## src/hdl/y2r_pkg.sv

```systemverilog
// ============================================================================
// y2r_pkg - shared types and constants for the YUYV to RGB565 converter
// Fixed-point BT.601 coefficients (scaled by 2^16, rounded) and the
// payload structs carried between pipeline stages.
// ============================================================================
package y2r_pkg;

    localparam int FRAC_BITS = 16;
    localparam int ACC_W     = 28;   // holds any product or channel sum
    localparam int OFS_W     = 9;    // signed offset sample width

    typedef logic signed [OFS_W-1:0] t_ofs;
    typedef logic signed [ACC_W-1:0] t_acc;

    localparam t_acc COEF_Y  = t_acc'(76284);
    localparam t_acc COEF_RV = t_acc'(104595);
    localparam t_acc COEF_GV = t_acc'(53281);
    localparam t_acc COEF_GU = t_acc'(25625);
    localparam t_acc COEF_BU = t_acc'(132252);

    localparam t_ofs LUMA_OFS   = t_ofs'(16);
    localparam t_ofs CHROMA_OFS = t_ofs'(128);
    localparam logic [7:0] CHAN_MAX = 8'hFF;

    // Offset-removed samples
    typedef struct packed {
        t_ofs y1;
        t_ofs y2;
        t_ofs u;
        t_ofs v;
        logic last;
    } t_ofs_beat;

    // Weighted terms
    typedef struct packed {
        t_acc ys1;
        t_acc ys2;
        t_acc rv;
        t_acc gv;
        t_acc gu;
        t_acc bu;
        logic last;
    } t_prod_beat;

    // Unclamped channel sums for both pixels
    typedef struct packed {
        t_acc r1;
        t_acc g1;
        t_acc b1;
        t_acc r2;
        t_acc g2;
        t_acc b2;
        logic last;
    } t_sum_beat;

endpackage

```

## src/hdl/y2r_offset.sv

```systemverilog
// ============================================================================
// y2r_offset - stage 1: remove luma and chroma offsets
// Registers signed y - 16, u - 128 and v - 128 for one macropixel.
// ============================================================================
module y2r_offset (
    input  logic                 i_clk,
    input  logic                 i_rst_n,
    input  logic                 i_valid,
    output logic                 o_ready,
    input  logic [7:0]           i_y1,
    input  logic [7:0]           i_u,
    input  logic [7:0]           i_y2,
    input  logic [7:0]           i_v,
    input  logic                 i_last,
    output logic                 o_valid,
    input  logic                 i_ready,
    output y2r_pkg::t_ofs_beat   o_beat
);

    logic                r_valid;
    y2r_pkg::t_ofs_beat  r_beat;
    y2r_pkg::t_ofs_beat  n_beat;

    always_comb begin
        n_beat.y1   = $signed({1'b0, i_y1}) - y2r_pkg::LUMA_OFS;
        n_beat.y2   = $signed({1'b0, i_y2}) - y2r_pkg::LUMA_OFS;
        n_beat.u    = $signed({1'b0, i_u}) - y2r_pkg::CHROMA_OFS;
        n_beat.v    = $signed({1'b0, i_v}) - y2r_pkg::CHROMA_OFS;
        n_beat.last = i_last;
    end

    assign o_ready = !r_valid || i_ready;

    always_ff @(posedge i_clk) begin
        if (!i_rst_n) begin
            r_valid <= 1'b0;
        end else if (o_ready) begin
            r_valid <= i_valid;
        end
    end

    always_ff @(posedge i_clk) begin
        if (o_ready && i_valid) begin
            r_beat <= n_beat;
        end
    end

    assign o_valid = r_valid;
    assign o_beat  = r_beat;

endmodule

```

## src/hdl/y2r_mult.sv

```systemverilog
// ============================================================================
// y2r_mult - stage 2: coefficient products
// Six constant multiplies, one per weighted term, each registered.
// ============================================================================
module y2r_mult (
    input  logic                 i_clk,
    input  logic                 i_rst_n,
    input  logic                 i_valid,
    output logic                 o_ready,
    input  y2r_pkg::t_ofs_beat   i_beat,
    output logic                 o_valid,
    input  logic                 i_ready,
    output y2r_pkg::t_prod_beat  o_beat
);

    logic                 r_valid;
    y2r_pkg::t_prod_beat  r_beat;
    y2r_pkg::t_prod_beat  n_beat;

    always_comb begin
        n_beat.ys1  = y2r_pkg::t_acc'(i_beat.y1) * y2r_pkg::COEF_Y;
        n_beat.ys2  = y2r_pkg::t_acc'(i_beat.y2) * y2r_pkg::COEF_Y;
        n_beat.rv   = y2r_pkg::t_acc'(i_beat.v) * y2r_pkg::COEF_RV;
        n_beat.gv   = y2r_pkg::t_acc'(i_beat.v) * y2r_pkg::COEF_GV;
        n_beat.gu   = y2r_pkg::t_acc'(i_beat.u) * y2r_pkg::COEF_GU;
        n_beat.bu   = y2r_pkg::t_acc'(i_beat.u) * y2r_pkg::COEF_BU;
        n_beat.last = i_beat.last;
    end

    assign o_ready = !r_valid || i_ready;

    always_ff @(posedge i_clk) begin
        if (!i_rst_n) begin
            r_valid <= 1'b0;
        end else if (o_ready) begin
            r_valid <= i_valid;
        end
    end

    always_ff @(posedge i_clk) begin
        if (o_ready && i_valid) begin
            r_beat <= n_beat;
        end
    end

    assign o_valid = r_valid;
    assign o_beat  = r_beat;

endmodule

```

## src/hdl/y2r_sum.sv

```systemverilog
// ============================================================================
// y2r_sum - stage 3: channel sums
// Combines luma and chroma terms into unclamped R, G, B for both pixels.
// ============================================================================
module y2r_sum (
    input  logic                 i_clk,
    input  logic                 i_rst_n,
    input  logic                 i_valid,
    output logic                 o_ready,
    input  y2r_pkg::t_prod_beat  i_beat,
    output logic                 o_valid,
    input  logic                 i_ready,
    output y2r_pkg::t_sum_beat   o_beat
);

    logic                r_valid;
    y2r_pkg::t_sum_beat  r_beat;
    y2r_pkg::t_sum_beat  n_beat;

    always_comb begin
        n_beat.r1   = i_beat.ys1 + i_beat.rv;
        n_beat.g1   = i_beat.ys1 - i_beat.gv - i_beat.gu;
        n_beat.b1   = i_beat.ys1 + i_beat.bu;
        n_beat.r2   = i_beat.ys2 + i_beat.rv;
        n_beat.g2   = i_beat.ys2 - i_beat.gv - i_beat.gu;
        n_beat.b2   = i_beat.ys2 + i_beat.bu;
        n_beat.last = i_beat.last;
    end

    assign o_ready = !r_valid || i_ready;

    always_ff @(posedge i_clk) begin
        if (!i_rst_n) begin
            r_valid <= 1'b0;
        end else if (o_ready) begin
            r_valid <= i_valid;
        end
    end

    always_ff @(posedge i_clk) begin
        if (o_ready && i_valid) begin
            r_beat <= n_beat;
        end
    end

    assign o_valid = r_valid;
    assign o_beat  = r_beat;

endmodule

```

## src/hdl/y2r_pack.sv

```systemverilog
// ============================================================================
// y2r_pack - stage 4: clamp and pack
// Floor-shifts each sum, saturates to 0..255 and packs RGB565; this is the
// output register of the block.
// ============================================================================
module y2r_pack (
    input  logic                i_clk,
    input  logic                i_rst_n,
    input  logic                i_valid,
    output logic                o_ready,
    input  y2r_pkg::t_sum_beat  i_beat,
    output logic                o_valid,
    input  logic                i_ready,
    output logic [15:0]         o_pixel1,
    output logic [15:0]         o_pixel2,
    output logic                o_last
);

    localparam int Q_W = y2r_pkg::ACC_W - y2r_pkg::FRAC_BITS;

    function automatic logic [7:0] clamp_chan(input y2r_pkg::t_acc sum);
        logic [Q_W-1:0] q;
        q = sum[y2r_pkg::ACC_W-1:y2r_pkg::FRAC_BITS];
        if (sum < 0) begin
            clamp_chan = 8'd0;
        end else if (q > Q_W'(y2r_pkg::CHAN_MAX)) begin
            clamp_chan = y2r_pkg::CHAN_MAX;
        end else begin
            clamp_chan = q[7:0];
        end
    endfunction

    function automatic logic [15:0] pack565(input logic [7:0] r, input logic [7:0] g,
                                            input logic [7:0] b);
        pack565 = {r[7:3], g[7:2], b[7:3]};
    endfunction

    logic        r_valid;
    logic [15:0] r_pixel1;
    logic [15:0] r_pixel2;
    logic        r_last;
    logic [15:0] n_pixel1;
    logic [15:0] n_pixel2;

    always_comb begin
        n_pixel1 = pack565(clamp_chan(i_beat.r1), clamp_chan(i_beat.g1),
                           clamp_chan(i_beat.b1));
        n_pixel2 = pack565(clamp_chan(i_beat.r2), clamp_chan(i_beat.g2),
                           clamp_chan(i_beat.b2));
    end

    assign o_ready = !r_valid || i_ready;

    always_ff @(posedge i_clk) begin
        if (!i_rst_n) begin
            r_valid <= 1'b0;
        end else if (o_ready) begin
            r_valid <= i_valid;
        end
    end

    always_ff @(posedge i_clk) begin
        if (o_ready && i_valid) begin
            r_pixel1 <= n_pixel1;
            r_pixel2 <= n_pixel2;
            r_last   <= i_beat.last;
        end
    end

    assign o_valid  = r_valid;
    assign o_pixel1 = r_pixel1;
    assign o_pixel2 = r_pixel2;
    assign o_last   = r_last;

endmodule

```

## src/hdl/yuyv_to_rgb565.sv

```systemverilog
// Beats pass four registered stages; each stage refills in the cycle it drains.
// Throughput: one macropixel per cycle while the output is not stalled.
// Any stage holding a beat stalls only when the stage after it is full and stalled.
// Reset (i_rst_n low, synchronous) empties all four stages; payload is not cleared.
// ============================================================================
// yuyv_to_rgb565 - YUYV 4:2:2 macropixel to two RGB565 pixels, BT.601
// Four-stage pipeline: offset removal, coefficient multiply, channel sum,
// clamp and pack. The frame-end flag rides along as tlast.
// ============================================================================
module yuyv_to_rgb565 (
    input  logic        i_clk,
    input  logic        i_rst_n,
    input  logic        s_axis_tvalid,
    output logic        s_axis_tready,
    // [7:0] luma_first, [15:8] chroma_blue, [23:16] luma_second, [31:24] chroma_red
    input  logic [31:0] s_axis_tdata,
    input  logic        s_axis_tlast,   // frame_end
    output logic        m_axis_tvalid,
    input  logic        m_axis_tready,
    // [15:0] pixel_first, [31:16] pixel_second
    output logic [31:0] m_axis_tdata,
    output logic        m_axis_tlast    // frame_done
);

    // Stage handshakes: each stage's ready is open when it is empty or its
    // downstream takes the held beat this cycle.
    logic                 w_ofs_valid;
    logic                 w_ofs_ready;
    y2r_pkg::t_ofs_beat   w_ofs_beat;
    logic                 w_prod_valid;
    logic                 w_prod_ready;
    y2r_pkg::t_prod_beat  w_prod_beat;
    logic                 w_sum_valid;
    logic                 w_sum_ready;
    y2r_pkg::t_sum_beat   w_sum_beat;
    logic [15:0]          w_pixel1;
    logic [15:0]          w_pixel2;

    // Stage 1: strip offsets from the four samples
    y2r_offset u_offset (
        .i_clk   (i_clk),
        .i_rst_n (i_rst_n),
        .i_valid (s_axis_tvalid),
        .o_ready (s_axis_tready),
        .i_y1    (s_axis_tdata[7:0]),
        .i_u     (s_axis_tdata[15:8]),
        .i_y2    (s_axis_tdata[23:16]),
        .i_v     (s_axis_tdata[31:24]),
        .i_last  (s_axis_tlast),
        .o_valid (w_ofs_valid),
        .i_ready (w_ofs_ready),
        .o_beat  (w_ofs_beat)
    );

    // Stage 2: one multiply per weighted term
    y2r_mult u_mult (
        .i_clk   (i_clk),
        .i_rst_n (i_rst_n),
        .i_valid (w_ofs_valid),
        .o_ready (w_ofs_ready),
        .i_beat  (w_ofs_beat),
        .o_valid (w_prod_valid),
        .i_ready (w_prod_ready),
        .o_beat  (w_prod_beat)
    );

    // Stage 3: add the terms into raw channel sums
    y2r_sum u_sum (
        .i_clk   (i_clk),
        .i_rst_n (i_rst_n),
        .i_valid (w_prod_valid),
        .o_ready (w_prod_ready),
        .i_beat  (w_prod_beat),
        .o_valid (w_sum_valid),
        .i_ready (w_sum_ready),
        .o_beat  (w_sum_beat)
    );

    // Stage 4: saturate, pack and hold for the master side
    y2r_pack u_pack (
        .i_clk    (i_clk),
        .i_rst_n  (i_rst_n),
        .i_valid  (w_sum_valid),
        .o_ready  (w_sum_ready),
        .i_beat   (w_sum_beat),
        .o_valid  (m_axis_tvalid),
        .i_ready  (m_axis_tready),
        .o_pixel1 (w_pixel1),
        .o_pixel2 (w_pixel2),
        .o_last   (m_axis_tlast)
    );

    assign m_axis_tdata = {w_pixel2, w_pixel1};

    // The input side may only stall when every stage holds a beat.
    a_stall_only_full: assert property (@(posedge i_clk) disable iff (!i_rst_n)
        !s_axis_tready |-> (w_ofs_valid && w_prod_valid && w_sum_valid && m_axis_tvalid))
        else $error("input stalled with a bubble in the pipeline");

    // An accepted beat always lands in stage 1.
    a_accept_lands: assert property (@(posedge i_clk) disable iff (!i_rst_n)
        (s_axis_tvalid && s_axis_tready) |=> w_ofs_valid)
        else $error("accepted beat lost at stage 1");

    // Reset empties the output register.
    a_reset_empty: assert property (@(posedge i_clk)
        !i_rst_n |=> !m_axis_tvalid)
        else $error("output valid after reset");

endmodule

```

## config.mk

```make
export PLATFORM = sky130hd
export DESIGN_NAME = yuyv_to_rgb565
export DESIGN_NICKNAME = d
export VERILOG_FILES = /design/src/hdl/y2r_pkg.sv /design/src/hdl/y2r_offset.sv /design/src/hdl/y2r_mult.sv /design/src/hdl/y2r_sum.sv /design/src/hdl/y2r_pack.sv /design/src/hdl/yuyv_to_rgb565.sv
export SDC_FILE = /design/constraint.sdc
export NUM_CORES = 1
export LEC_CHECK = 0
export BUFFER_PORTS_ARGS = -buffer_cell sky130_fd_sc_hd__clkbuf_2
export CAP_MARGIN = 40
export CORE_ASPECT_RATIO = 0.5
export CORE_MARGIN = 5
export CORE_UTILIZATION = 53
export DETAILED_ROUTE_END_ITERATION = 7
export GPL_ROUTABILITY_DRIVEN = 1
export HOLD_SLACK_MARGIN = 0.08
export PLACE_DENSITY = 0.69
export REMOVE_ABC_BUFFERS = 1
export SLEW_MARGIN = 25
export SYNTH_ARGS = -nofsm -noshare
export SYNTH_HDL_FRONTEND = slang
export SYNTH_SLANG_ARGS = --single-unit
```

## constraint.sdc

```tcl
create_clock -name i_clk -period 35.2 [get_ports i_clk]
set_input_delay 3.52 -clock i_clk [delete_from_list [all_inputs] [get_ports i_clk]]
set_output_delay 3.52 -clock i_clk [all_outputs]
set_load 0.02 [all_outputs]
```

==> results of run 1 <==
==> cells in the final DEF (no fill, tap or decap), types with 16 or more instances in the layout <==
cell / n
a211oi_1: 16
a21o_1: 44
a21oi_1: 122
and3_1: 16
clkbuf_16: 31
clkbuf_2: 71
edfxtp_1: 277
fa_1: 174
ha_1: 606
inv_1: 367
nand2_1: 57
nand2b_1: 22
nand3_1: 27
nor2_1: 160
nor2b_1: 22
nor3_1: 34
o21a_1: 29
o21ai_0: 57
xnor2_1: 111
xor2_1: 37
==> cells in the mapped netlist (22+ instances only) <==
library cell,n
ha_1,606
inv_1,367
edfxtp_1,277
fa_1,174
nor2_1,160
a21oi_1,122
xnor2_1,111
nand2_1,57
o21ai_0,57
a21o_1,44
xor2_1,37
nor3_1,34
o21a_1,29
nand3_1,27
nor2b_1,24
nand2b_1,22
==> layer usage <==
metal	global-route usage, %	vias up
li1	-	8527
met1	31.6	8293
met2	32.0	353
met3	5.18	68
met4	3.70	2
met5	0	-
==> cells by family after synthesis <==
family / Yosys count / synth area share (%)
AOI/OAI and AO/OA: 376 / 9.45
xor gates and xnor gates: 148 / 4.87
adders and majority gates: 780 / 41.6
buffers and inverters: 370 / 5.22
DFF: 281 / 31.6
muxes: 2 / 0.0800
and+or+nand+nor: 398 / 7.20
==> flip-flops by register name, summed over array words and instances (netlist names) <==
register          cells
u_pack.o_pixel2      16
u_pack.o_last         1
u_pack.o_valid        1
u_offset.o_valid      1
u_mult.o_beat       152
u_sum.o_valid         1
u_pack.o_pixel1      16
u_mult.o_valid        1
u_offset.o_beat      35
u_sum.o_beat         57
==> power groups by stage <==
stage	logic (mW)	clock network, mW	registers (mW)
after floorplan	1.19	0	0.575
after global placement	1.55	0	0.610
after detailed placement	1.59	0	0.611
after CTS	1.61	0.333	0.605
after global routing	1.83	0.348	0.610
final	1.61	0.325	0.605
==> area by class of cell <==
class	instances	area share [%]
Timing Repair Buffer	81	1.63
Tap cell	660	2.85
Multi-Input combinational cell	1704	58.2
Sequential cell	281	29.0
Inverter	367	4.76
Clock buffer	38	2.88
Clock inverter	20	0.597
==> worst paths after layout <==
check,end,start
max reg2reg,u_mult.o_beat[165]$_DFFE_PP_,u_offset.o_beat[31]$_DFFE_PP_
max,s_axis_tready,m_axis_tready
min reg2reg,u_pack.o_last$_DFFE_PP_,u_sum.o_beat[0]$_DFFE_PP_
min,u_pack.o_last$_DFFE_PP_,u_sum.o_beat[0]$_DFFE_PP_
==> flow_summary.toml, run 1 <==
[run_status]
status = "finished clean"

[placed_design]
dpl.cell_count = 3093
dp_slack_ns = 27.01
post_dp_cell_area_mm2 = 0.0279
hpwl_mm = 47.5
portBuffers = 71
gp_congestion = 0.893

[floorplanning]
ios = 72
die_width_um = 327
fp.dieH_um = 168
start_util_pct = 53.3
coreArea_mm2 = 0.0499
die-area_mm2 = 0.0550
row_count = 58

[timing]
setup_viol_count_final = 0
final-max-slew-violation-count = 0
hold_viol = 0
period_minus_slack_ns = 8.25
hold_slack_ns = 0.424
worst_pin_slew_ns = 0.705
finalCritPeriodShare_pct = 23.4
rsz0062_at_grt = "no"
relSlewSlack_pct = 52.7
skew_ns = 0.0232
max_freq_mhz = 121
final.setup.tns_ns = 0
timing.final.ws_setup_ns = 26.95

[drt]
topRoutingLayerUsed = "met5"
drc = 0
viasPerCell = 5.47
ant_nets = 0
drt-total-wl_mm = 57.2
vias = 17200
route.met2.wl_mm = 23.9
avgRoutedWirePerCell_um = 18.2
m1WireLength_mm = 27.9
dr.pass1.iters = 5
drt-initial-drc-count = 1067
route.met3.wl_mm = 4.43

[worst_setup_path]
crit_buf_inv = 2
critical_path_depth = 5
max_stage_delay_ns = 0.52
path_cells = "clkbuf_2, nor2b_1, and2_0, nand3_1, clkbuf_2"
path_delay_family = "simple AND/OR/NAND/NOR gates"
crit_path_top_delay_cell = "and2_0"
start_kind = "primary input"
reg2reg_slack_ns = 29.44
reg2reg_depth = 15
worst-setup-path-type = "in2out"
cpMostUsedCell = "clkbuf_2"
end_kind = "output port"
crit_required_ns = 31.68
crit_fanout = 6
cp_data_arrival_time_ns = 4.73

[pwr]
power_density_mw_per_mm2 = 88.0
p_switching_mw = 1.14
switching_share_pct = 45.0
fin_total_pwr_mw = 2.54
p_leak_nw = 13.8
internal_power_mw = 1.40
power_frac_comb_pct = 63.4
ir_worst_vdd_uv = 55.6
pwr-share-clk_pct = 12.8
p_seq_share_pct = 23.8

[finish]
layout.cells.non_filler = 3151
regArea_mm2 = 0.00840
multi_input_area_mm2 = 0.0168
layout.nets = 3283
fill_cells = 4222
finish.utilization_pct = 57.9
area_growth_pct = 8.74
final_area_mm2 = 0.0289
antenna_cells = 0
drive_gt1_share_pct = 6.62

[synth]
synth_top_cell_by_area = "edfxtp_1"
synth_area_mm2 = 0.0266
synth_cells = 2355
synth-seq-cells = 281
synth_top_area_share_pct = 31.3
ys_seq_area_share_pct = 31.6
yosysWarnings = 0
ys_top_cells_by_area = "edfxtp_1 31%, ha_1 29%, fa_1 13%"
synth_ff_type = "edfxtp_1"
async_reset_ff_share_pct = 0
syn_area_per_cell_um2 = 11.3
synth.distinct_cells = 74
synth_edf_count = 277

[clock_tree]
postCtsSetupBuffers = 0
insertion_delay_ns = 0.60
clock-root-buffer = "clkbuf_16"
clock_path_buffers = 3
clk_pin_slew_ns = 0.06
cts_buffers = 31
cts.sinks = 281
cts_resized = 0
postCtsHoldBufs = 0
cts_tree = "built"
htreeDepth = 1

[global_routing]
grt_overflow = 0
grt_pass1_vias = 17100
grt_max_degree = 58
grt_pass1_wl_mm = 92.4
antenna_found_initial = 4
grt_use_total_pct = 21.2

[worst_hold_path]
holdCritPathClass = "reg2reg"
worstHoldPathCells = 0

[flow_run]
maxCapViolations = 0
No activity file was read; power rests on OpenSTA's default activity.
==> inputs of run 2 (changes only) <==
--- a/config.mk
+++ b/config.mk
@@ -13,7 +13,7 @@
 export DETAILED_ROUTE_END_ITERATION = 7
 export GPL_ROUTABILITY_DRIVEN = 1
 export HOLD_SLACK_MARGIN = 0.08
-export PLACE_DENSITY = 0.69
+export PLACE_DENSITY = 0.72
 export REMOVE_ABC_BUFFERS = 1
 export SLEW_MARGIN = 25
 export SYNTH_ARGS = -nofsm -noshare
==> constraint.sdc (replaced) <==
create_clock -name i_clk -period 6.8 [get_ports i_clk]
set_input_delay 0.68 -clock i_clk [delete_from_list [all_inputs] [get_ports i_clk]]
set_output_delay 0.68 -clock i_clk [all_outputs]
set_load 0.02 [all_outputs]
==> run 2 against run 1 <==
  * Combinational power grew to 5.2 times the previous value
  * Die area stayed put
  * Utilization decreased by 0.078 points
  * First-iteration DRC count shrank 0.56%
  * Cell count decreased by 0.29%
  * Clock power rose to 5.3 times the previous value
  * Total power grew to 5.2 times the previous value
  * Flip-flop and latch count is the same
  * Clock skew decreased by 0.0016 ns
==> flow_summary.toml, run 2 (same netlist as run 1, synthesis figures left out) <==
[worst_setup_path]
end_kind = "flip-flop"
worst-setup-path-type = "reg2reg"
crit_required_ns = 7.13
start_kind = "flip-flop"
r2r-start = "u_offset.o_beat[17]$_DFFE_PP_"
reg2reg_slack_ns = 1.21
max_stage_delay_ns = 0.66
path_cells = "inv_1, ha_1, ha_1, inv_1, fa_1, inv_1, fa_1, fa_1, ha_1, nor2b_1, o21ai_0, a2111oi_0, buf_4, a211o_1, and2_1, a41oi_1, xnor2_1"
crit_path_top_delay_cell = "a2111oi_0"
crit_fanout = 8
path_delay_family = "adder cells"
cp_data_arrival_time_ns = 5.92
crit_buf_inv = 4
worstSetupStartpoint = "u_offset.o_beat[17]$_DFFE_PP_"

[finish]
area_growth_pct = 8.60
antenna_cells = 0
fill_cells = 4147
layout_common_cells = "606 x ha_1, 367 x inv_1, 277 x edfxtp_1, 174 x fa_1, 160 x nor2_1"
layout.nets = 3278
largest_reg_flops = 152
final_common_cell = "ha_1"
drive_gt1_share_pct = 6.24

[clock_tree]
insertion_delay_ns = 0.58
cts_resized = 0
clock-root-buffer = "clkbuf_16"
cts_tree = "built"
clock_path_buffers = 3
cts.sinks = 281
clk_pin_slew_ns = 0.06
postCtsSetupBuffers = 0
postCtsHoldBufs = 0
cts_buffers = 29
htreeDepth = 1

[global_routing]
grt_use_total_pct = 21.4
antenna_found_initial = 2
busiest_layer = "met2"
grt_util_met2_pct = 32.5
grt_pass1_vias = 17500
use_met3_pct = 5.65
grt_pass1_wl_mm = 92.7
grt_overflow = 0
grt_util_met1_pct = 31.1
grt_max_degree = 153

[floorplanning]
ios = 72
fp.dieH_um = 168
die_width_um = 327
row_count = 58
die-area_mm2 = 0.0550
coreArea_mm2 = 0.0499
start_util_pct = 53.3

[drt]
ant_nets = 0
viasPerCell = 5.48
avgRoutedWirePerCell_um = 18.4
drc = 0
drt-total-wl_mm = 57.9
vias = 17200
drt-initial-drc-count = 1061
dr.pass1.iters = 5

[placed_design]
hpwl_mm = 47.9
gp_congestion = 0.946
portBuffers = 71

[timing]
relSlewSlack_pct = 40.8
skew_ns = 0.0215
max_freq_mhz = 179
finalCritPeriodShare_pct = 82.2
setup_viol_count_final = 0
hold_slack_ns = 0.272
final-max-slew-violation-count = 0
worst_pin_slew_ns = 0.888
period_minus_slack_ns = 5.59
final.setup.tns_ns = 0
hold_viol = 0
rsz0062_at_grt = "no"

[worst_hold_path]
hp-start = "s_axis_tlast"
holdCritPathClass = "in2reg"

[pwr]
p_switching_mw = 5.81
switching_share_pct = 44.1
pwr-share-clk_pct = 13.0
power_frac_comb_pct = 63.0
power_density_mw_per_mm2 = 456
p_seq_share_pct = 24.0
fin_total_pwr_mw = 13.2
ir_worst_vdd_uv = 331
p_leak_nw = 13.8
internal_power_mw = 7.36

[run_status]
status = "finished clean"

[flow_run]
maxCapViolations = 0
[run 2: cell count changes in the layout (fill, tap and decap cells not counted)]
cell and delta:
clkinv_4 -1, buf_16 -2, clkinv_2 -2, bufinv_16 +4, buf_4 -2, clkbuf_1 +2
buf_12 +1, clkinv_1 -1, clkbuf_16 -2, inv_6 -4, clkbuf_8 +1, clkinvlp_4 -3
[run 2: area by class of cell]
| class | instances | area [µm²] | area share, % |
|---|---|---|---|
| Sequential cell | 281 | 8400 | 29.1 |
| Multi-Input combinational cell | 1704 | 16800 | 58.3 |
| Clock buffer | 39 | 803 | 2.78 |
| Tap cell | 660 | 826 | 2.86 |
| Inverter | 367 | 1380 | 4.77 |
| Clock inverter | 13 | 213 | 0.736 |
| Timing Repair Buffer | 78 | 420 | 1.46 |
[run 2: power groups by stage]
stage	clock, mW	combinational, mW	sequential (mW)
3_5_place_dp	0	8.17	3.17
4_1_cts	1.75	8.27	3.14
5_1_grt	1.82	9.44	3.17
6_report	1.71	8.30	3.15
3_3_place_gp	0	7.97	3.17
2_1_floorplan	0	6.18	2.98
[run 2: through the flow]
step	area (µm²)	setup slack (ns)	cells	utilization [%]
3_3_place_gp	27900	1.29	3090	55.8
3_5_place_dp	27900	1.24	3090	55.8
4_1_cts	28900	1.22	3142	57.9
2_1_floorplan	26600	-6.03	2352	-
6_report	28900	1.21	3142	57.9
5_1_grt	28900	0.925	3142	57.9
[run 2: per-layer routing]
layer | routed length [µm] | vias up
li1 | - | 8493
met1 | 27800 | 8260
met2 | 24200 | 386
met3 | 4550 | 80
met4 | 1250 | 0
met5 | 0 | -
[run 2: final timing paths]
| path | end | cells past startpoint |
|---|---|---|
| max | u_mult.o_beat[27]$_DFFE_PP_ | 17 |
| min | u_offset.o_beat[0]$_DFFE_PP_ | 1 |
| max reg2reg | u_mult.o_beat[27]$_DFFE_PP_ | 17 |
| min reg2reg | u_pack.o_last$_DFFE_PP_ | 0 |
==> inputs of run 3 (changes only) <==
--- a/config.mk
+++ b/config.mk
@@ -5,6 +5,7 @@
 export SDC_FILE = /design/constraint.sdc
 export NUM_CORES = 1
 export LEC_CHECK = 0
+export ABC_AREA = 1
 export BUFFER_PORTS_ARGS = -buffer_cell sky130_fd_sc_hd__clkbuf_2
 export CAP_MARGIN = 40
 export CORE_ASPECT_RATIO = 0.5
@@ -13,7 +14,7 @@
 export DETAILED_ROUTE_END_ITERATION = 7
 export GPL_ROUTABILITY_DRIVEN = 1
 export HOLD_SLACK_MARGIN = 0.08
-export PLACE_DENSITY = 0.72
+export PLACE_DENSITY = 0.69
 export REMOVE_ABC_BUFFERS = 1
 export SLEW_MARGIN = 25
 export SYNTH_ARGS = -nofsm -noshare
==> constraint.sdc (replaced) <==
create_clock -name i_clk -period 5.7 [get_ports i_clk]
set_input_delay 0.57 -clock i_clk [delete_from_list [all_inputs] [get_ports i_clk]]
set_output_delay 0.57 -clock i_clk [all_outputs]
set_load 0.02 [all_outputs]
==> run 3 against run 2 <==
  * Flip-flop and latch count unchanged
  * First-iteration DRC count increased by 110%
  * Global-route usage increased by 6.8 points
  * Fmax increased by 19%
  * Critical path type unchanged
  * Routed wire length increased by 61%
  * Clock power increased by 40%
  * Sequential share of layout area decreased by 5.4 points
  * Clock skew increased by 0.024 ns
  * Hold slack got worse by 0.16 ns
  * Design area increased by 23%
  * Register-to-register slack got worse by 0.20 ns
==> flow_summary.toml, run 3 <==
[synth]
synth_top_cell_by_area = "edfxtp_1"
syn_area_per_cell_um2 = 8.02
async_reset_ff_share_pct = 0
synth-seq-cells = 281
yosysWarnings = 0
synth_ff_type = "edfxtp_1"
synth_top_area_share_pct = 25.5
yosysMostFrequentCell = "nand2_1"
ys_seq_area_share_pct = 25.7
synth_area_mm2 = 0.0326
synth.distinct_cells = 38
synth_edf_count = 277
ys_top_cells_by_area = "edfxtp_1 26%, ha_1 23%, nand2_1 12%"
synth_cells = 4069
synth_common_cells = "1043 x nand2_1, 755 x inv_1, 606 x ha_1"

[run_status]
status = "finished clean"

[floorplanning]
die-area_mm2 = 0.0669
coreArea_mm2 = 0.0610
ios = 72
start_util_pct = 53.5
fp.dieH_um = 185
row_count = 64
die_width_um = 361

[clock_tree]
clk_pin_slew_ns = 0.07
cts_tree = "built"
cts_resized = 0
htreeDepth = 1
postCtsSetupBuffers = 0
clock-root-buffer = "clkbuf_16"
insertion_delay_ns = 0.64
postCtsHoldBufs = 12
cts.sinks = 281
clock_path_buffers = 3
cts_buffers = 30

[finish]
fill_cells = 5681
layout_common_cells = "1043 x nand2_1, 753 x inv_1, 606 x ha_1, 296 x nor2_1, 277 x edfxtp_1"
finish.utilization_pct = 58.2
largest_reg_flops = 152
area_growth_pct = 8.82
drive_gt1_share_pct = 3.84
final_common_cell = "nand2_1"
layout.cells.non_filler = 5048
layout.nets = 5014

[pwr]
p_switching_mw = 8.68
internal_power_mw = 8.30
ir_worst_vdd_uv = 264
p_seq_share_pct = 22.3
switching_share_pct = 51.1
power_frac_comb_pct = 63.6
p_leak_nw = 18.8
power_density_mw_per_mm2 = 478
pwr-share-clk_pct = 14.1

[timing]
setup_viol_count_final = 0
final.setup.tns_ns = 0
worst_pin_slew_ns = 0.828
skew_ns = 0.0455
relSlewSlack_pct = 44.8
rsz0062_at_grt = "no"
max_freq_mhz = 213
timing.final.ws_setup_ns = 1.01
finalCritPeriodShare_pct = 82.2
period_minus_slack_ns = 4.69
hold_viol = 0
final-max-slew-violation-count = 0

[global_routing]
grt_overflow = 0
grt_use_total_pct = 28.2
grt_pass1_wl_mm = 147
antenna_found_initial = 3
grt_max_degree = 69
grt_pass1_vias = 27200

[drt]
dr.pass1.iters = 6
viasPerCell = 5.39
vias = 27200
ant_nets = 0
drt-total-wl_mm = 92.9
drt-initial-drc-count = 2227
avgRoutedWirePerCell_um = 18.4
drc = 0

[placed_design]
portBuffers = 71
gp_congestion = 1.07
hpwl_mm = 79.5
dp_slack_ns = 1.04
dpl.cell_count = 4974

[worst_setup_path]
start_kind = "flip-flop"
crit_required_ns = 6.10
end_kind = "flip-flop"
crit_fanout = 6
cp_data_arrival_time_ns = 5.09
worst-setup-path-type = "reg2reg"

[flow_run]
maxCapViolations = 0

[worst_hold_path]
holdCritPathClass = "in2reg"
==> run 3: path summary, 6_finish.rpt <==
path / endpoint / cells after the start / slack (ns) / from
max: u_mult.o_beat[163]$_DFFE_PP_ / 15 / 1.01 / u_offset.o_beat[31]$_DFFE_PP_
min: u_offset.o_beat[30]$_DFFE_PP_ / 1 / 0.11 / s_axis_tdata[2]
max reg2reg: u_mult.o_beat[163]$_DFFE_PP_ / 15 / 1.01 / u_offset.o_beat[31]$_DFFE_PP_
min reg2reg: u_pack.o_last$_DFFE_PP_ / 0 / 0.42 / u_sum.o_beat[0]$_DFFE_PP_
==> run 3: final cells by class <==
type                       instances  area [µm²]  area share [%]
antenna                            2        5.00          0.0141
clock buffer                      31         764            2.15
clock inverter                    25         420            1.18
inverter                         755        2840            8.00
multi-input combinational       3033       21400            60.3
sequential                       281        8400            23.7
tap                              825        1030            2.91
timing repair buffer              96         631            1.78
==> run 3: kinds of logic after synthesis <==
kind of cell	count (synthesis)	synth area share [%]
AOI/OAI and AO/OA	487	8.12
xor gates and xnor gates	84	2.26
adders and majority gates	780	33.9
buffers and inverters	755	8.69
DFF	281	25.7
and+or+nand+nor	1682	21.3
==> run 3: stage by stage <==
stage / power, mW / hold WS [ns] / area (µm²)
2_1_floorplan: 11.3 / 0.400 / 32600
3_3_place_gp: 14.3 / 0.407 / 34100
3_5_place_dp: 14.4 / 0.407 / 34100
4_1_cts: 16.9 / 0.0822 / 35400
5_1_grt: 18.7 / 0.0951 / 35500
6_report: 17.0 / 0.114 / 35500
==> run 3: power groups by stage <==
stage / registers (mW) / clock network, mW / logic, mW
after floorplan: 3.26 / 0 / 8.09
after global placement: 3.77 / 0 / 10.6
after detailed placement: 3.77 / 0 / 10.6
after CTS: 3.73 / 2.45 / 10.7
after global routing: 3.76 / 2.54 / 12.4
final: 3.78 / 2.39 / 10.8
==> run 3: per-layer routing <==
layer	vias up	track usage [%]	share of wire [%]
li1	13600	-	-
met1	12800	39.1	47
met2	668	46.0	43
met3	147	5.07	6.9
met4	0	7.14	2.8
met5	-	0	0
==> run 3: worst max-delay path, stage by stage (launching register included) <==
cell	delay, ns
edfxtp_1	0.54
fa_1	0.58
inv_1	0.17
fa_1	0.40
inv_1	0.08
fa_1	0.44
fa_1	0.57
fa_1	0.44
ha_1	0.40
nand2_1	0.13
nor2_1	0.20
nand2_1	0.09
o211ai_1	0.15
nand3_1	0.14
nand3_1	0.09
nand2_1	0.05
